===== src/hdl/lud_dly.sv =====
// fixed-length register delay line for payload alignment
// depends on nothing
`default_nettype none

module lud_dly #(
  parameter int WIDTH = 64,
  parameter int DEPTH = 1
) (
  input  wire logic             clk_i,
  input  wire logic [WIDTH-1:0] d_i,
  output logic      [WIDTH-1:0] q_o
);

  logic [WIDTH-1:0] sr_q [DEPTH];

  always_ff @(posedge clk_i) begin
    sr_q[0] <= d_i;
    for (int i = 1; i < DEPTH; i++) begin
      sr_q[i] <= sr_q[i-1];
    end
  end

  assign q_o = sr_q[DEPTH-1];

endmodule

`default_nettype wire


===== config.mk =====
export PLATFORM = sky130hd
export DESIGN_NAME = lud_dly
export DESIGN_NICKNAME = d
export VERILOG_FILES = /design/src/hdl/lud_dly.sv
export SDC_FILE = /design/constraint.sdc
export NUM_CORES = 1
export LEC_CHECK = 0
export BUFFER_PORTS_ARGS = -buffer_cell sky130_fd_sc_hd__buf_2
export CORE_ASPECT_RATIO = 2
export CORE_UTILIZATION = 33
export DETAILED_ROUTE_END_ITERATION = 6
export PLACE_DENSITY = 0.75
export SLEW_MARGIN = 40
export SYNTH_ARGS = -nofsm -noshare
export SYNTH_HDL_FRONTEND = slang
export SYNTH_SLANG_ARGS = --single-unit

===== constraint.sdc =====
create_clock -name clk_i -period 0.8 [get_ports clk_i]
set_clock_uncertainty 0.15 [all_clocks]
set_input_delay 0.08 -clock clk_i [delete_from_list [all_inputs] [get_ports clk_i]]
set_output_delay 0.08 -clock clk_i [all_outputs]
set_load 0.02 [all_outputs]

==> out/results.tsv <==
metric	value	unit
#MultiIn Comb	0	
Largest register FFs	64	
share of cells above drive strength 1	75.7	%
Net Count, Synth	129	
setup TNS	-12.91	ns
Worst IR Drop VDD	1970	uV
FP Rows	31	
fin crit share	130	%
HP Class	primary input to flip-flop	
DR vias	1299	
worst-margin pin slew	0.108	ns
Static Leakage	1.54	nW
kind of critical path	flip-flop to output pin	
nets	332	
vias in the first global route	1538	
GPL Wtd Cong	0.695	
GRT met3 Usage	10.4	%
total track usage	27.7	%
CP Capture Type	output pin	
Fillers	176	
FF+latch count, synth	64	
critical-path cell list	buf_6	
Final Setup Violations	64	
Max Clock Freq	0.962	GHz
initial antenna violation count	1	
global route overflow	0	
Final Hold Vio Count	0	
Setup WS post-layout	-0.239	ns
CP delay by family, top	flip-flops	
core area	3650	um2
Multi-input gate area	0	um2
Syn-to-layout area delta	155	%
DR iter-0 viols	11	
die area	4150	um2
routed len/inst	16.5	um
drt total wl	5310	um
worst stage delay on the critical path	0.35	ns
H-tree Lvls	3	
Biggest register	sr_q	
CP Buf/Inv Count	1	
Slew HR	92.8	%
Util after Layout	89.7	%
Pwr Total	6.84	mW
outcome	finished with violations	
port bufs	128	
Die Ht	90.1	um
Post-CTS Setup Inserts	0	
largest registers	sr_q (64)	
CTS Buf Count	9	
max-slew violation count	0	
synthesized area	1280	um2
pwr/cell area	2090	nW/um2
drt via density	4.03	
Critical Path RT	0.57	ns
violated checks	negative setup slack	
clk buf depth	2	
CP Launch Type	flip-flop	
Synth Instances	64	
Yosys cell types	1	
met2 global-route usage	52.1	%
CP max-delay cell	dfxtp_2	
first-pass GRT wire length	7460	um
DR pass1 iterations	5	
Final ANT Viol Nets	0	
Max FO, Critical Path	1	
I/O Pins	129	
Max Cap Viol	0	
DRC	0	
Top Usage Layer GRT	met2	
Final min period	1.04	ns
clock-pin slew on the worst setup and hold paths	0.07	ns
syn avg cell area	20.0	um2
CTS tree	built	
DP Worst Slack	0.111	ns
Die W	46.1	um
global routing usage on met1	19.7	%
clock root buffer	clkbuf_8	
clock sinks	64	
RSZ-0062 raised after global routing	yes	
WP data arrival	0.81	ns
largest net degree at the start of global routing	11	
Ys Warns	0	
post-synthesis sequential area ratio	100	%
Initial Util	35.1	%
[per-layer routing]
metal	wire, um	part of all wire, %	up-vias
met2	3310	62	75
met1	1490	28	605
met4	197	3.7	0
met3	313	5.9	14
met5	0	0	-
li1	-	-	605
[timing repair]
item,CTS,global route
setup endpoints to repair,64,64
hold buffers,64,0
gates resized for setup,190,2
pin swaps,0,0
endpoints found under the hold margin,64,0
[worst paths after layout]
kind / start / to / slack (ns) / depth (start not counted)
worst max-delay path: sr_q[0][1]$_DFF_P_ / q_o[1] / -0.24 / 1
worst min-delay path: d_i[32] / sr_q[0][32]$_DFF_P_ / 0.23 / 2
[layout make-up]
class                 instances  area, um2  area share, %
clock buffer                 12        145           4.44
timing repair buffer        192       1680           51.4
sequential                   64       1360           41.6
antenna                       1       2.50         0.0765
clock inverter                4       20.0          0.612
tap                          49       61.3           1.87
[cell usage in the layout (no fill, tap or decap)]
cell	n
clkbuf_8	10
buf_6	64
clkbuf_1	2
dlygate4sd3_1	64
diode_2	1
buf_2	64
clkinv_2	4
dfxtp_2	64
[power by group]
part	internal, mW	leakage, nW	switching (mW)	total, mW
Combinational	0.621	0.906	0.396	1.02
Sequential	3.39	0.540	0.0908	3.49
Clock	1.19	0.0899	1.15	2.34
[synthesized netlist by cell type, drive strengths merged]
| master | count | area [um2] |
|---|---|---|
| dfxtp | 64 | 1280 |
[cell families after synthesis]
family / count (synthesis) / synth area share (%)
flip-flops: 64 / 100
[metrics by stage]
stage	hold WS, ns	cell area [um2]	cells
2_1_floorplan	-0.0423	1280	64
3_3_place_gp	0.0320	1980	241
3_5_place_dp	0.0336	1980	241
4_1_cts	0.212	3270	321
5_1_grt	0.223	3270	322
6_report	0.230	3270	322
No activity file was read; power rests on OpenSTA's default activity.
